--- config.mk ---
export PLATFORM = sky130hd
export DESIGN_NAME = rms_mem
export DESIGN_NICKNAME = d
export VERILOG_FILES = /design/src/rms_mem.sv
export SDC_FILE = /design/constraint.sdc
export NUM_CORES = 2
export LEC_CHECK = 0
export BUFFER_PORTS_ARGS = -buffer_cell sky130_fd_sc_hd__buf_4
export CAP_MARGIN = 20
export CORE_ASPECT_RATIO = 1.5
export CORE_MARGIN = 2
export CORE_UTILIZATION = 45
export CTS_BUF_LIST = sky130_fd_sc_hd__clkbuf_8
export DETAILED_ROUTE_END_ITERATION = 16
export HOLD_SLACK_MARGIN = 0.02
export PLACE_DENSITY = 0.63
export SKIP_LAST_GASP = 1
export SYNTH_ARGS = -nofsm -noshare
export SYNTH_HDL_FRONTEND = slang
export SYNTH_SLANG_ARGS = --single-unit
--- constraint.sdc ---
create_clock -name clk_i -period 5 [get_ports clk_i]
set_input_delay 1.5 -clock clk_i [delete_from_list [all_inputs] [get_ports clk_i]]
set_output_delay 1.5 -clock clk_i [all_outputs]
set_load 0.005 [all_outputs]
--- src/rms_mem.sv ---
// ----------------------------------------------------------------------------
// rms_mem: element store
// One write port and a configurable number of read ports, read data
// registered.
// ----------------------------------------------------------------------------
`default_nettype none

module rms_mem #(
  parameter int unsigned DataW   = 32,
  parameter int unsigned AddrW   = 6,
  parameter int unsigned Depth   = 64,
  parameter int unsigned RdPorts = 2
) (
  input  logic             clk_i,
  input  logic             wr_en_i,
  input  logic [AddrW-1:0] wr_addr_i,
  input  logic [DataW-1:0] wr_data_i,
  input  logic [AddrW-1:0] rd_addr_i [RdPorts],
  output logic [DataW-1:0] rd_data_o [RdPorts]
);

  logic [DataW-1:0] mem_q [Depth];

  always_ff @(posedge clk_i) begin
    if (wr_en_i) begin
      mem_q[wr_addr_i] <= wr_data_i;
    end
  end

  for (genvar p = 0; p < RdPorts; p++) begin : g_rd
    always_ff @(posedge clk_i) begin
      rd_data_o[p] <= mem_q[rd_addr_i[p]];
    end
  end

endmodule

`default_nettype wire

# [After elaboration in Yosys (flattened, before gate mapping)]
# Memories as Yosys holds them, arrays and structs flattened. A register that Yosys moved wholly into a read port is not among the register bits.
# Index checks and enable logic that the tools add are counted.
[totals] ff_bits=0 ram_bits=2048 output_inout_bits=64 elab_cells=3 mem_count=1
[classes] n_mux=2
[mem_list] memory="mem_q" words=64 word_bits=32 read_ports=2 rd_clocked_by_memory_dff=2 write_ports=1 line="22" text="logic [DataW-1:0] mem_q [Depth];"
[op_table] cell="1-bit two-way mux" n=2

# [Longest topological paths before layout]
[logic_depth] depth_word=2 mapped_depth=10 mapped_depth_nobuf=5

# [Worst setup path before layout]
# No wires, ideal clock.
[synth_timing] path_type="input to register" startpoint="input wr_addr_i[3]" endpoint="memory mem_q[48][0], enable pin" setup_time_ps=461 t_arrival_ps=4230 required_time_ps=4539 path_slack_ps=309 path_stages=4 cell_sequence="clkbuf_1 > nor2b_1 > nand4b_1 > nor3_1"
[synth_rtl] item="from (decl)" line="16" text="input logic [AddrW-1:0] wr_addr_i,"
[synth_rtl] item="to (decl)" line="22"
# No word-level cell before the write port.

==> results.yml <==
outcome:
  status: "complete, no violations"
place:
  hpwl_um: 182500
  io_buffers: 115
  routabilityCongestion: 0.8476
  placed_cell_area_sq_um: 101900
cts:
  cts.sinks: 2112
  cts_setup_buffers: 0
  clock_latency_ns: 0.95
  cts_root_buf: "clkbuf_8"
  htree_levels: 5
  cts_max_path_buffers: 4
  cts_hold_buf: 0
  cts_tree: "yes"
  cts_resized: 0
  cts_made_buffers: 310
  path_clk_slew_ns: 0.07
finish:
  design_area_sq_um: 107700
  num-fill-cells: 16751
  fin_nets: 4831
  drive_above_1_share: 0.4029
  syn2layout_area_growth_pct: 12.54
worst_setup_path:
  cp-start-kind: "input pin"
  r2r_setup_slack_ns: 2.56
  critical_path.max_fanout: 20
  ff2ff_path_depth: 4
  critical_path_required_ns: 5.77
  crit_arrival_ns: 4.41
  crit_type: "input pin to flop"
  reg2reg_to: "rd_data_o[42]"
  crit_path_end_kind: "flop"
  r2r-start: "mem_q[44][10]"
power_and_ir_drop:
  leakagePower_nw: 34.14
  p_clk_frac: 0.367
  power_density_nw_per_um2: 337.5
  p_int_mw: 27.60
  p_switching_mw: 8.725
  combPwrFrac: 0.089
  seqPwrFrac: 0.544
  ir_drop_mv: 0.1745
  netSwitchingFraction: 0.2402
timing:
  fin_crit_ns: 3.632
  tns_ns: 0
  finalCritPeriodShare: 0.7265
  skew_ns: 0.03531
  hold_violations: 0
  tightest_slew_ns: 1.012
  clock.fmax_ghz: 0.2753
  rsz0062_at_grt: "no"
  slew_headroom: 0.3225
  setup_viol: 0
  slew_viol_final: 0
synthesis:
  ys_ff_latch: 2112
  avgSynthCellArea_sq_um: 21.68
  syn-num-nets: 4464
  syn_area_sq_um: 95660
  synthCells: 4412
  yosys_warnings: 0
  synth_top_area_cell: "edfxtp_1"
  synth_edf_count: 2048
  synthTopCellsByArea: "edfxtp_1, mux4_2, mux2i_1, dfxtp_1, a22oi_1"
  netlist.area_leader.share: 0.6429
  synth_ff_type: "edfxtp_1"
  ys_types: 38
  async_flop_share: 0
  seq_area_frac_synth: 0.6563
global_route:
  overflow: 0
  grt_max_degree: 72
  grt_pass1_wl_um: 417600
  grt_pass1_vias: 55043
  antenna_found_initial: 27
  grt_usage: 0.2759
worst_hold_path:
  hp-class: "flop to flop"
  hold_path_end: "rd_data_o[50]"
  hold_start: "mem_q[36][18]"
  hold_depth: 4
floorplanning:
  num_rows: 207
  core_area_sq_um: 211600
  io_pins: 116
  dieArea_sq_um: 216400
  die_h_um: 568.7
  start_util: 0.4521
  fp.dieW_um: 380.5
route:
  wl_per_cell_um: 38.08
  first_pass_iters: 5
  drt_iter0_drc: 6932
  num_vias: 52920
  ant_nets: 0
  finalWirelength_um: 299200
  via_per_inst: 6.736
  drc: 0
run:
  max-cap-violations: 0
==> registers in the layout, summed over array words and instances, names as in the netlist <==
register / count
mem_q: 2048
rd_data_o: 64
==> worst max path at each step <==
stage | startpoint | to | slack (ns) | cells after the start
after detailed placement | rd_addr_i[6] | rd_data_o[42] | 0.48 | 7
after global routing | rd_addr_i[0] | rd_data_o[3] | 1.36 | 8
after floorplan | wr_addr_i[3] | mem_q[48][0] | 0.31 | 4
after CTS | rd_addr_i[6] | rd_data_o[42] | 1.49 | 7
final | rd_addr_i[6] | rd_data_o[42] | 1.37 | 7
after global placement | rd_addr_i[6] | rd_data_o[42] | 0.50 | 7
==> layout make-up <==
type,instances,area [sq um],area share
clock inverter,221,1149,0.01067
clock buffer,335,4611,0.04283
timing repair buffer,402,3905,0.03627
antenna,12,30.03,0.0002789
multi-input combinational,1952,31650,0.2940
inverter,1,3.754,0.00003487
sequential,2112,62780,0.5832
tap,2821,3530,0.03279
==> placed cells by master (no fill, tap or decap), types with 16 or more instances in the layout <==
cell type and n:
a21oi_1 58, a22oi_1 85, buf_12 67, buf_4 328, clkbuf_8 335, clkinv_1 70
clkinv_2 24, dfxtp_1 64, edfxtp_1 2048, inv_1 101, mux2_2 36, mux2i_1 204
mux4_2 1124, nand2_1 92, nor2_1 31, nor2_4 63, nor2b_1 16, o211ai_1 27
o21ai_0 18, o21ai_1 31, o221ai_1 16, o22ai_1 56
==> synthesized netlist by cell type, types with 27 or more instances <==
cell,instances
a21oi_1,58
dfxtp_1,64
mux2_2,36
mux2i_1,204
o21ai_1,31
buf_4,55
buf_2,121
mux4_2,1124
edfxtp_1,2048
clkbuf_1,135
a22oi_1,85
o211ai_1,27
nor2_1,94
nand2_1,93
o22ai_1,56
==> metal layers <==
metal  GRT usage  wire length (um)
met1      0.3611            107700
met2      0.4571            149300
met3     0.05710             30000
met4      0.1035             12030
met5           0               120
==> logic make-up after synthesis <==
| logic type | share of synthesized area |
|---|---|
| compound gates | 0.02392 |
| flops | 0.6563 |
| simple gates | 0.01133 |
| buf+inv | 0.01826 |
| mux | 0.2902 |
==> power by group through the flow <==
stage | logic, mW | registers [mW] | clock network, mW
4_1_cts | 3.23 | 19.8 | 13.5
5_1_grt | 3.38 | 19.8 | 14.2
2_1_floorplan | 1.88 | 20.0 | 0
3_5_place_dp | 3.22 | 20.1 | 0
6_report | 3.23 | 19.8 | 13.3
3_3_place_gp | 3.20 | 20.1 | 0
==> through the flow <==
stage / hold slack [ns] / utilization / std cells / worst slack (ns) / power, mW
2_1_floorplan: 0.7805 / - / 4412 / 0.3092 / 21.91
5_1_grt: 0.9328 / 0.5087 / 7852 / 1.359 / 37.34
3_5_place_dp: 0.8846 / 0.4814 / 7288 / 0.4837 / 23.36
6_report: 0.9021 / 0.5088 / 7856 / 1.368 / 36.33
3_3_place_gp: 0.8843 / 0.4814 / 7288 / 0.5040 / 23.33
4_1_cts: 0.9018 / 0.5086 / 7844 / 1.495 / 36.52
==> worst max-delay path, stage by stage <==
cell,delay [ns]
buf_8,0.20
buf_12,0.28
buf_4,0.44
mux4_2,0.57
mux4_2,0.54
o22ai_1,0.62
nor2_1,0.21
Power figures use the tool's default switching activity.
