File: src/rms_pkg.sv
// ----------------------------------------------------------------------------
// rms_pkg: shared definitions for the repeated matrix squaring block
// Widths, register indexes, reset values and the control types passed
// between the sequencer and the multiply-accumulate unit.
// ----------------------------------------------------------------------------
`default_nettype none

package rms_pkg;

  // Element width: two's complement, all arithmetic wraps here
  localparam int unsigned DataW    = 32;
  // Configuration register widths
  localparam int unsigned DimCfgW  = 4;
  localparam int unsigned CountW   = 8;
  // Load counter and element total (total reaches 64)
  localparam int unsigned LoadCntW = 7;
  localparam int unsigned TotalW   = 7;
  // Configuration port
  localparam int unsigned CfgIdxW  = 2;
  localparam int unsigned CfgDataW = 8;

  localparam int unsigned DefMaxDim = 8;

  // Register indexes
  localparam logic [CfgIdxW-1:0] RegMatrixSize    = 2'd0;
  localparam logic [CfgIdxW-1:0] RegSquaringCount = 2'd1;

  // Reset values
  localparam logic [DimCfgW-1:0] ResetMatrixSize    = 4'd8;
  localparam logic [CountW-1:0]  ResetSquaringCount = 8'd1;

  // Control stages inside the multiply-accumulate unit after the read issue
  localparam int unsigned MacLatency = 2;

  typedef enum logic [4:0] {
    StLoad  = 5'b00001,
    StMac   = 5'b00010,
    StDrain = 5'b00100,
    StCopy  = 5'b01000,
    StOut   = 5'b10000
  } state_e;

  // Control that travels with one operand pair
  typedef struct packed {
    logic valid;
    logic first;  // first term of a dot product
    logic last;   // last term of a dot product
  } mac_ctl_t;

endpackage

`default_nettype wire

File: src/rms_mac.sv
// ----------------------------------------------------------------------------
// rms_mac: shared multiply-accumulate unit
// Registers the product of two elements, then folds it into the running
// dot product. Flags a finished sum on the last term.
// ----------------------------------------------------------------------------
`default_nettype none

module rms_mac (
  input  logic                      clk_i,
  input  logic                      rst_ni,
  input  rms_pkg::mac_ctl_t         issue_i,   // cycle of the read issue
  input  logic [rms_pkg::DataW-1:0] op_a_i,    // in the cycle after issue
  input  logic [rms_pkg::DataW-1:0] op_b_i,
  output logic                      sum_valid_o,
  output logic [rms_pkg::DataW-1:0] sum_o
);
  import rms_pkg::*;

  mac_ctl_t         ctl1_q, ctl2_q;
  logic [DataW-1:0] product_q;
  logic [DataW-1:0] acc_q, acc_d;

  always_ff @(posedge clk_i or negedge rst_ni) begin
    if (!rst_ni) begin
      ctl1_q <= '0;
      ctl2_q <= '0;
    end else begin
      ctl1_q <= issue_i;
      ctl2_q <= ctl1_q;
    end
  end

  // Low 32 bits of the product, wrapped
  always_ff @(posedge clk_i) begin
    product_q <= op_a_i * op_b_i;
  end

  always_comb begin
    acc_d = ctl2_q.first ? product_q : acc_q + product_q;
  end

  always_ff @(posedge clk_i) begin
    if (ctl2_q.valid) begin
      acc_q <= acc_d;
    end
  end

  assign sum_valid_o = ctl2_q.valid & ctl2_q.last;
  assign sum_o       = acc_d;

endmodule

`default_nettype wire

File: config.mk
export PLATFORM = sky130hd
export DESIGN_NAME = rms_mac
export DESIGN_NICKNAME = d
export VERILOG_FILES = /design/src/rms_pkg.sv /design/src/rms_mac.sv
export SDC_FILE = /design/constraint.sdc
export NUM_CORES = 1
export LEC_CHECK = 0
export BUFFER_PORTS_ARGS = -buffer_cell sky130_fd_sc_hd__clkbuf_2
export CAP_MARGIN = 30
export CORE_AREA = 5 5 241 243
export CTS_CLUSTER_DIAMETER = 100
export CTS_CLUSTER_SIZE = 10
export DETAILED_ROUTE_END_ITERATION = 7
export DIE_AREA = 0 0 246 248
export GPL_TIMING_DRIVEN = 0
export PLACE_DENSITY = 0.55
export SLEW_MARGIN = 10
export SYNTH_ARGS = -nofsm -noshare
export SYNTH_HDL_FRONTEND = slang
export SYNTH_SLANG_ARGS = --single-unit
File: constraint.sdc
create_clock -name clk_i -period 9.8 [get_ports clk_i]
set_clock_uncertainty 0.15 [all_clocks]
set_input_delay 1.47 -clock clk_i [delete_from_list [all_inputs] [get_ports clk_i]]
set_output_delay 1.47 -clock clk_i [all_outputs]
set_load 0.1 [all_outputs]
Yosys cells after proc, flatten, opt, wreduce, memory -nomap -nowiden
Index checks and enable logic that the tools add are counted.
{"block": "totals", "regBits": 70, "in_bits": 69, "output_inout_bits": 33, "word_cells": 12}
{"block": "classes", "n_addsub": 1, "mul": 1, "muxes": 1, "bitwise_logic": 1}
{"op": "adder 32 bit", "count": 1}
{"op": "multiplier 32 x 32 -> 32 bit", "count": 1}
{"op": "2-to-1 mux 32 bit", "count": 1}
{"op": "bitwise AND 1 bit", "count": 1}

Longest topological paths before layout
Gate-level depths: netlist of run 1.
{"block": "logic_depth", "word_depth": 2, "mapped_depth": 28, "depth_no_buf": 26}

Least setup slack after synthesis of run 1
Ideal clock, no wire load.
{"block": "synth_timing", "kind": "input-to-reg", "start": "input op_b_i[2] (netlist bit)", "end": "register product_q[31]", "setup_ps": 121, "t_arrival_ps": 7754, "required_time_ps": 9529, "slack_ps": 1775, "cell_stages": 24, "n_path_buf": 2, "path_cell_list": "clkbuf_1 clkbuf_1 and2_1 fa_1 inv_1 fa_1 fa_1 fa_1 inv_1 fa_1 inv_1 fa_1 inv_1 fa_1 fa_1 ha_1 and4_1 and3_1 a211o_1 o31a_1 nand4_1 o21ai_1 o22ai_1 xnor2_1"}
{"block": "synth_between", "elab_chain_cells": 1}
{"element": "from (decl)", "line_no": "rms_mac.sv:13", "source": "input logic [rms_pkg::DataW-1:0] op_b_i,"}
{"element": "multiplier 32 x 32 -> 32 bit", "line_no": "rms_mac.sv:35", "source": "product_q <= op_a_i * op_b_i;"}
{"element": "to (signal assigned)", "line_no": "rms_mac.sv:35"}
{"element": "to (decl)", "line_no": "rms_mac.sv:20", "source": "logic [DataW-1:0] product_q;"}
No other way between the ends.
A chain may end at the register's enable or synchronous reset.

Final worst setup path of run 1
{"block": "layout_timing", "start": "input op_a_i[12] (netlist bit)", "end": "register product_q[31]"}
{"block": "layout_between", "elab_chain_cells": 1}
{"element": "from (decl)", "line_no": "rms_mac.sv:12", "source": "input logic [rms_pkg::DataW-1:0] op_a_i,"}
{"element": "multiplier 32 x 32 -> 32 bit", "line_no": "rms_mac.sv:35"}
No other way between the ends.

==> results of run 1 <==
final cells by class:
type / instances / area [µm²] / area share, %
inverters: 406 / 1524 / 7.208
multi-input cells: 1518 / 15580 / 73.71
flip-flops and latches: 70 / 1753 / 8.291
diodes: 1 / 2.502 / 0.01184
clock inverters: 6 / 61.31 / 0.2900
plain buffers: 94 / 360.3 / 1.704
well taps: 756 / 945.9 / 4.474
repair buffers: 108 / 683.2 / 3.231
clock buffers: 10 / 229.0 / 1.083
registers in the layout, summed over array words and instances, names as in the netlist:
signal,count
acc_q,32
ctl1_q,3
ctl2_q,3
product_q,32
final timing paths:
path                                  to  depth (start not counted)  slack [ns]
min reg2reg                    ctl2_q[0]                          0        0.20
max reg2reg                    acc_q[30]                         13        6.27
max in group asynchronous      ctl2_q[2]                          1        8.55
min                            ctl2_q[0]                          0        0.20
max                        product_q[31]                         25        0.94
min in group asynchronous      ctl1_q[1]                          1        0.79
worst max-delay path: cells and delay by family:
family        cells  cell delay (ns)
fa+ha+maj         8             3.98
simple gates      1             0.16
xor+xnor          8             1.75
buf+inv           8             1.54
routing by layer:
layer / wire length, µm / GRT usage (%) / share of wire (%) / up-vias
met4: 3164 / 8.878 / 5.0 / 2
met3: 4673 / 3.500 / 7.4 / 149
met5: 13 / 0 / 0.021 / -
met1: 25650 / 27.25 / 41 / 7395
met2: 29820 / 36.20 / 47 / 545
li1: - / - / - / 6507
through the flow:
stage	setup slack (ns)	utilization, %
2_1_floorplan	1.775	-
3_3_place_gp	0.3868	37.02
3_5_place_dp	0.5814	37.36
4_1_cts	0.9650	37.88
5_1_grt	0.5732	37.93
6_report	0.9391	37.94
cell usage after synthesis, types with 3 or more instances:
library cell,number,share of area (%)
fa_1,409,43
inv_1,406,7.9
nand2_1,312,6.1
and2_1,274,8.9
ha_1,154,10
clkbuf_1,93,1.8
xnor2_1,79,3.6
a21oi_1,41,1.1
o21ai_0,38,0.99
dfxtp_1,32,3.3
edfxtp_1,32,5.0
xor2_1,31,1.4
nor2_1,28,0.55
a21o_1,23,0.90
o21a_1,15,0.59
nand2b_1,10,0.33
o21ai_1,10,0.26
nor3_1,9,0.23
nand3_1,8,0.21
and3_1,7,0.23
o21bai_1,7,0.27
o31ai_1,7,0.27
dfrtp_1,6,0.78
a211oi_1,4,0.16
a31oi_1,3,0.098
mux2_2,3,0.18
nand4_1,3,0.098
nor2b_1,3,0.098
or3_1,3,0.098
kinds of logic after synthesis:
group           after synthesis
xor+xnor                    110
mux                           4
simple gates                666
fa+ha+maj                   563
flops                        70
compound gates              175
buf+inv                     500
==> flow_summary_export.csv, run 1 <==
group,metric,value,unit
yosys,synth_nets,2720,
drt,drt-initial-drc-count,852,
cells_and_area,final_cells,2969,
floorplanning,rows,87,
yosys,syn_area,0.01922,mm²
clock_network,cts.repair.resized,0,
critical_path,cp.arrival,8.91,ns
sta,hold_viol,0,
place,routabilityCongestion,0.9891,
cells_and_area,drive_above_1_share,6.374,%
yosys,netlist_instances,2088,
global_route,grt_max_degree,34,
clock_network,root_buffer,"clkbuf_16",
worst_hold_path,min_path_type,"flip-flop to flip-flop",
floorplanning,die-width,246,µm
sta,slew_headroom,32.41,%
floorplanning,fp.dieH,248,µm
critical_path,crit_type,"input pin to flip-flop",
drt,vias_per_cell,4.917,
sta,finalSetupTns,0,ns
sta,rsz0062_at_grt,"false",
drt,drt_first_pass_iters,5,
clock_network,holdBufCountCts,0,
global_route,overflow,0,
yosys,synth-async-reset-ratio,8.571,%
drt,vias,14600,
drt,drtAntennaViolNets,0,
floorplanning,dieArea,0.06101,mm²
cells_and_area,final_cell_mix,"fa_1, inv_1, nand2_1",
critical_path,setup.worst_path.start,"op_a_i[12]",
critical_path,required,9.85,ns
drt,drt-wirelength-per-cell,21.33,µm
yosys,synth-compound-area-share,6.015,%
critical_path,cp-end-kind,"flip-flop",
sta,worst_slew_pin_slew,1.014,ns
global_route,grt_pass1_vias,16200,
status,status,"finished clean",
clock_network,htree_levels,3,
sta,finalCritPeriodShare,90.42,%
yosys,synth-xor-area-share,5.013,%
yosys,synth-edff-count,32,
global_route,antenna_found_initial,2,
sta,setup_violations,0,
floorplanning,start_util,34.49,%
cells_and_area,areaGrowthSynthToFinish,10.01,%
drt,finalWirelength,63320,µm
cells_and_area,final_common_cell,"fa_1",
worst_hold_path,hold_start,"ctl1_q[0]",
drt,remaining_drc_errors,0,
yosys,synth_seq_cells,70,
yosys,synth.distinct_cells,60,
place,dpl.hpwl,52900,µm
yosys,seq_area_frac_synth,9.114,%
critical_path,worst_path_max_delay_cell,"clkbuf_1",
sta,fin_crit,8.861,ns
critical_path,worst_setup_path_start_kind,"input pin",
place,dp_cells,2950,
clock_network,clock-sinks,70,
sta,max_freq,0.1129,GHz
sta,hold_ws,0.2009,ns
cells_and_area,design_area,0.02114,mm²
critical_path,reg2reg_from,"product_q[0]",
yosys,ys.warnings.count,0,
global_route,grt_pass1_wl,98120,µm
yosys,synthAdderAreaFrac,52.63,%
clock_network,clk_pin_slew,0.06,ns
clock_network,post_cts_buffers,0,
critical_path,critical_path.max_stage_delay,0.65,ns
sta,finalMaxSlewViolations,0,
global_route,grt_use_total,21.34,%
yosys,synth_mux_area_share,0.2278,%
cells_and_area,final_nets,2839,
critical_path,cp_max_fo,10,
yosys,synthFlopType,"edfxtp_1",
yosys,synth_top_family_by_area,"adder cells",
cells_and_area,fill_cells,5748,
yosys,synth-simple-area-share,17.20,%
place,place_area,0.02082,mm²
clock_network,clk-insertion-delay-late,0.34,ns
job,max-cap-violations,0,
floorplanning,core,0.05573,mm²
place,numPortBuffers,93,
clock_network,cts_max_path_buffers,2,
floorplanning,io_pins,102,
yosys,syn_area_per_cell,9.205,µm²
clock_network,numCtsBuffers,9,
clock_network,cts_tree,"yes",
Power of run 1 is left out: the tool's default activity adds up to more than one toggle a clock period on the data nets, which glitch-free logic cannot reach.
==> run 2: changes to the inputs <==
Clock period 9.8 ns to 9.1 ns, I/O delays scaled along.
==> flow_summary_export.csv, run 2 (synthesis gave the netlist of run 1 again) <==
group,metric,value,unit
floorplanning,die-width,246,µm
cells_and_area,final_common_cell,"fa_1",
sta,max_freq,0.1149,GHz
floorplanning,dieArea,0.06101,mm²
cells_and_area,drive_above_1_share,6.420,%
drt,drt-initial-drc-count,852,
drt,drt_first_pass_iters,5,
clock_network,root_buffer,"clkbuf_16",
critical_path,cp.arrival,8.75,ns
critical_path,required,9.15,ns
floorplanning,fp.dieH,248,µm
place,routabilityCongestion,0.9891,
place,place_area,0.02082,mm²
job,max-cap-violations,0,
critical_path,path_cells,"clkbuf_1 > clkbuf_1 > nand2_1 > fa_1 > fa_1 > inv_1 > fa_1 > inv_1 > fa_1 > inv_1 > fa_1 > fa_1 > fa_1 > fa_1 > ha_1 > and4_1 > and3_1 > a211o_1 > o31a_1 > nand4_1 > o21ai_1 > o22ai_1 > xnor2_1",
worst_hold_path,hold_start,"ctl1_q[0]",
sta,fin_crit,8.703,ns
sta,finalMaxSlewViolations,0,
global_route,grt_pass1_vias,16200,
floorplanning,io_pins,102,
sta,rsz0062_at_grt,"false",
critical_path,worst_path_max_delay_cell,"clkbuf_1",
sta,worst_slew_pin_slew,1.011,ns
cells_and_area,fill_cells,5749,
clock_network,post_cts_buffers,0,
place,dpl.hpwl,52900,µm
place,numPortBuffers,93,
critical_path,worst_setup_path_start_kind,"input pin",
worst_hold_path,min_path_type,"flip-flop to flip-flop",
clock_network,clock-sinks,70,
critical_path,critical_path.max_stage_delay,0.60,ns
sta,hold_viol,0,
critical_path,cp_max_fo,10,
floorplanning,start_util,34.49,%
critical_path,setup.worst_path.start,"op_a_i[13]",
sta,finalCritPeriodShare,95.63,%
drt,finalWirelength,63320,µm
clock_network,cts_tree,"yes",
critical_path,cpMostUsedCell,"fa_1",
drt,drtAntennaViolNets,0,
floorplanning,core,0.05573,mm²
drt,vias,14600,
global_route,grt_pass1_wl,98120,µm
sta,setup_violations,0,
drt,vias_per_cell,4.916,
sta,slew_headroom,32.61,%
global_route,overflow,0,
global_route,grt_use_total,21.34,%
critical_path,reg2reg_from,"product_q[0]",
cells_and_area,design_area,0.02114,mm²
clock_network,cts.repair.resized,0,
status,status,"finished clean",
drt,drt-wirelength-per-cell,21.33,µm
clock_network,htree_levels,3,
drt,remaining_drc_errors,0,
floorplanning,rows,87,
cells_and_area,reg_top3,"acc_q (32), product_q (32)",
cells_and_area,final_cell_mix,"fa_1, inv_1, nand2_1",
clock_network,clk-insertion-delay-late,0.34,ns
clock_network,clk_pin_slew,0.06,ns
critical_path,cp-end-kind,"flip-flop",
clock_network,cts_max_path_buffers,2,
clock_network,holdBufCountCts,0,
global_route,antenna_found_initial,2,
critical_path,crit_type,"input pin to flip-flop",
global_route,grt_max_degree,34,
cells_and_area,final_nets,2839,
cells_and_area,areaGrowthSynthToFinish,10.01,%
clock_network,numCtsBuffers,9,
run 2: cell counts in the layout (fill, tap and decap cells not counted):
Identical to the previous run, type by type.
run 2: worst max-delay path, delay by kind of cell:
family | cells | cell delay, ns
buffers and inverters | 5 | 1.27
XOR/XNOR | 1 | 0.11
AO/OA/AOI/OAI | 4 | 0.95
AND/OR/NAND/NOR | 4 | 0.72
adder cells (fa/ha/maj) | 9 | 4.34
run 2: final cells by class:
class	instances	area (µm²)	area share [%]
clock inverter	6	61.31	0.2900
tap	756	945.9	4.474
timing repair buffer	108	683.2	3.231
buffer	94	361.6	1.710
clock buffer	10	229.0	1.083
antenna	1	2.502	0.01184
inverter	406	1524	7.208
multi-input combinational	1518	15580	73.70
sequential	70	1753	8.290
run 2: routing by layer:
layer | share of wire [%] | vias to the layer above | track usage, %
met5 | 0.021 | - | 0
met4 | 5.0 | 2 | 8.878
met3 | 7.4 | 147 | 3.500
met2 | 47 | 543 | 36.20
met1 | 41 | 7396 | 27.25
li1 | - | 6507 | -
run 2: per-stage QoR:
stage | util, % | hold WS, ns | setup TNS, ns | setup WS (ns) | std cells
finish | 37.94 | 0.2009 | 0 | 0.3973 | 2969
global placement | 37.02 | 0.1899 | -0.5603 | -0.2082 | 2937
global route | 37.93 | 0.2125 | 0 | 0.08240 | 2968
floorplan | - | 0.1812 | 0 | 1.180 | 2088
CTS | 37.88 | 0.2038 | 0 | 0.3700 | 2966
detailed placement | 37.36 | 0.1855 | -0.01359 | -0.01359 | 2950
run 2: final timing paths:
check | to | slack [ns] | depth (start not counted)
min in group asynchronous | ctl1_q[1] | 0.69 | 1
min reg2reg | ctl2_q[0] | 0.20 | 0
min | ctl2_q[0] | 0.20 | 0
max in group asynchronous | ctl2_q[2] | 7.96 | 1
max reg2reg | acc_q[30] | 5.57 | 13
max | product_q[31] | 0.40 | 23
Power of run 2 is left out for the same reason.
==> run 3: changes to the inputs <==
Settings changed: GPL_TIMING_DRIVEN 0 to not set, PLACE_DENSITY 0.55 to 0.57.
Clock period 9.1 ns to 8 ns, I/O delays scaled along.
==> flow_summary_export.csv, run 3 (synthesis gave the netlist of run 1 again) <==
group,metric,value,unit
sta,max_freq,0.1309,GHz
drt,drt-wirelength-per-cell,17.97,µm
worst_hold_path,min_path_type,"flip-flop to flip-flop",
clock_network,cts.repair.resized,0,
drt,drtAntennaViolNets,0,
sta,hold_viol,0,
global_route,grt_pass1_vias,16010,
global_route,antenna_found_initial,5,
global_route,grt_use_total,17.97,%
critical_path,critical_path.max_stage_delay,0.53,ns
critical_path,worst_path_max_delay_cell,"fa_1",
global_route,grt_pass1_wl,86590,µm
clock_network,cts_max_path_buffers,2,
cells_and_area,drive_above_1_share,9.133,%
critical_path,cp-end-kind,"flip-flop",
cells_and_area,design_area,0.02116,mm²
place,dpl.hpwl,45080,µm
cells_and_area,final_util,37.96,%
place,place_area,0.02085,mm²
global_route,overflow,0,
clock_network,root_buffer,"clkbuf_16",
place,routabilityCongestion,0.9076,
drt,finalWirelength,52760,µm
floorplanning,fp.dieH,248,µm
job,max-cap-violations,0,
sta,finalCritPeriodShare,95.51,%
place,numPortBuffers,101,
sta,fin_crit,7.641,ns
cells_and_area,fill_cells,5721,
drt,drt_first_pass_iters,5,
sta,finalSetupTns,0,ns
sta,worst_slew_pin_slew,0.7724,ns
cells_and_area,final_cells,2936,
critical_path,required,8.07,ns
cells_and_area,final_common_cell,"fa_1",
clock_network,clk-insertion-delay-late,0.34,ns
clock_network,clock-sinks,70,
critical_path,crit_type,"input pin to flip-flop",
drt,remaining_drc_errors,0,
floorplanning,dieArea,0.06101,mm²
status,status,"finished clean",
clock_network,htree_levels,3,
cells_and_area,reg_top3,"acc_q (32), product_q (32)",
cells_and_area,final_cell_mix,"fa_1, inv_1, nand2_1",
sta,rsz0062_at_grt,"false",
clock_network,post_cts_buffers,0,
cells_and_area,areaGrowthSynthToFinish,10.07,%
sta,slew_headroom,48.51,%
drt,vias_per_cell,4.779,
sta,setup_violations,0,
clock_network,cts_tree,"yes",
sta,finalMaxSlewViolations,0,
clock_network,numCtsBuffers,9,
floorplanning,start_util,34.49,%
clock_network,holdBufCountCts,0,
clock_network,clk_pin_slew,0.05,ns
global_route,grt_max_degree,62,
floorplanning,core,0.05573,mm²
critical_path,worst_setup_path_start_kind,"input pin",
critical_path,cpMostUsedCell,"fa_1",
floorplanning,io_pins,102,
drt,drt-initial-drc-count,563,
critical_path,cp.arrival,7.71,ns
floorplanning,die-width,246,µm
place,dp_cells,2918,
floorplanning,rows,87,
cells_and_area,final_nets,2806,
critical_path,cp_max_fo,17,
drt,vias,14030,
## run 3: cell types whose count changed in the layout (fill, tap and decap cells not counted), moves of 2 or more
cell / before / now
clkbuf_2: 94 / 101
buf_4: 0 / 64
buf_8: 13 / 0
buf_12: 0 / 4
inv_4: 2 / 0
clkbuf_1: 93 / 3
buf_6: 3 / 0
## run 3: cell type report
| class | count | area (µm²) | area share [%] |
|---|---|---|---|
| Clock buffer | 13 | 261.5 | 1.236 |
| Antenna cell | 1 | 2.502 | 0.01183 |
| Sequential cell | 70 | 1753 | 8.286 |
| Multi-Input combinational cell | 1518 | 15580 | 73.66 |
| Tap cell | 756 | 945.9 | 4.471 |
| Inverter | 406 | 1524 | 7.204 |
| Clock inverter | 3 | 18.77 | 0.08872 |
| Timing Repair Buffer | 169 | 1066 | 5.039 |
## run 3: routing by layer
| layer | share of wire (%) | vias up | global-route usage (%) |
|---|---|---|---|
| met5 | 0.025 | - | 0 |
| met4 | 3.4 | 2 | 6.055 |
| met3 | 5.4 | 88 | 3.026 |
| met2 | 49 | 348 | 31.26 |
| met1 | 43 | 7174 | 22.84 |
| li1 | - | 6419 | - |
## run 3: per-stage QoR
stage | hold slack [ns] | setup WS, ns
after floorplan | 0.1812 | 0.2452
after CTS | 0.2030 | 0.3711
after global placement | 0.1863 | 0.05634
final | 0.2010 | 0.3590
after detailed placement | 0.1919 | 0.01621
after global routing | 0.2069 | 0.06120
## run 3: final timing paths
| kind | to | cells after the start | from | slack (ns) |
|---|---|---|---|---|
| max | product_q[22] | 26 | op_b_i[2] | 0.36 |
| min in group asynchronous | ctl1_q[1] | 1 | rst_ni | 0.53 |
| min reg2reg | ctl2_q[1] | 0 | ctl1_q[1] | 0.20 |
| max in group asynchronous | ctl2_q[1] | 1 | rst_ni | 7.02 |
| max reg2reg | acc_q[22] | 12 | acc_q[0] | 4.63 |
| min | ctl2_q[1] | 0 | ctl1_q[1] | 0.20 |
## run 3: worst max-delay path: cells and delay by family
kind                     cells  cell delay, ns
AO/OA/AOI/OAI                6            1.51
XOR/XNOR                     1            0.12
adder cells (fa/ha/maj)      9            3.75
buffers and inverters        6            0.58
AND/OR/NAND/NOR              4            0.55
Power of run 3 is left out for the same reason.
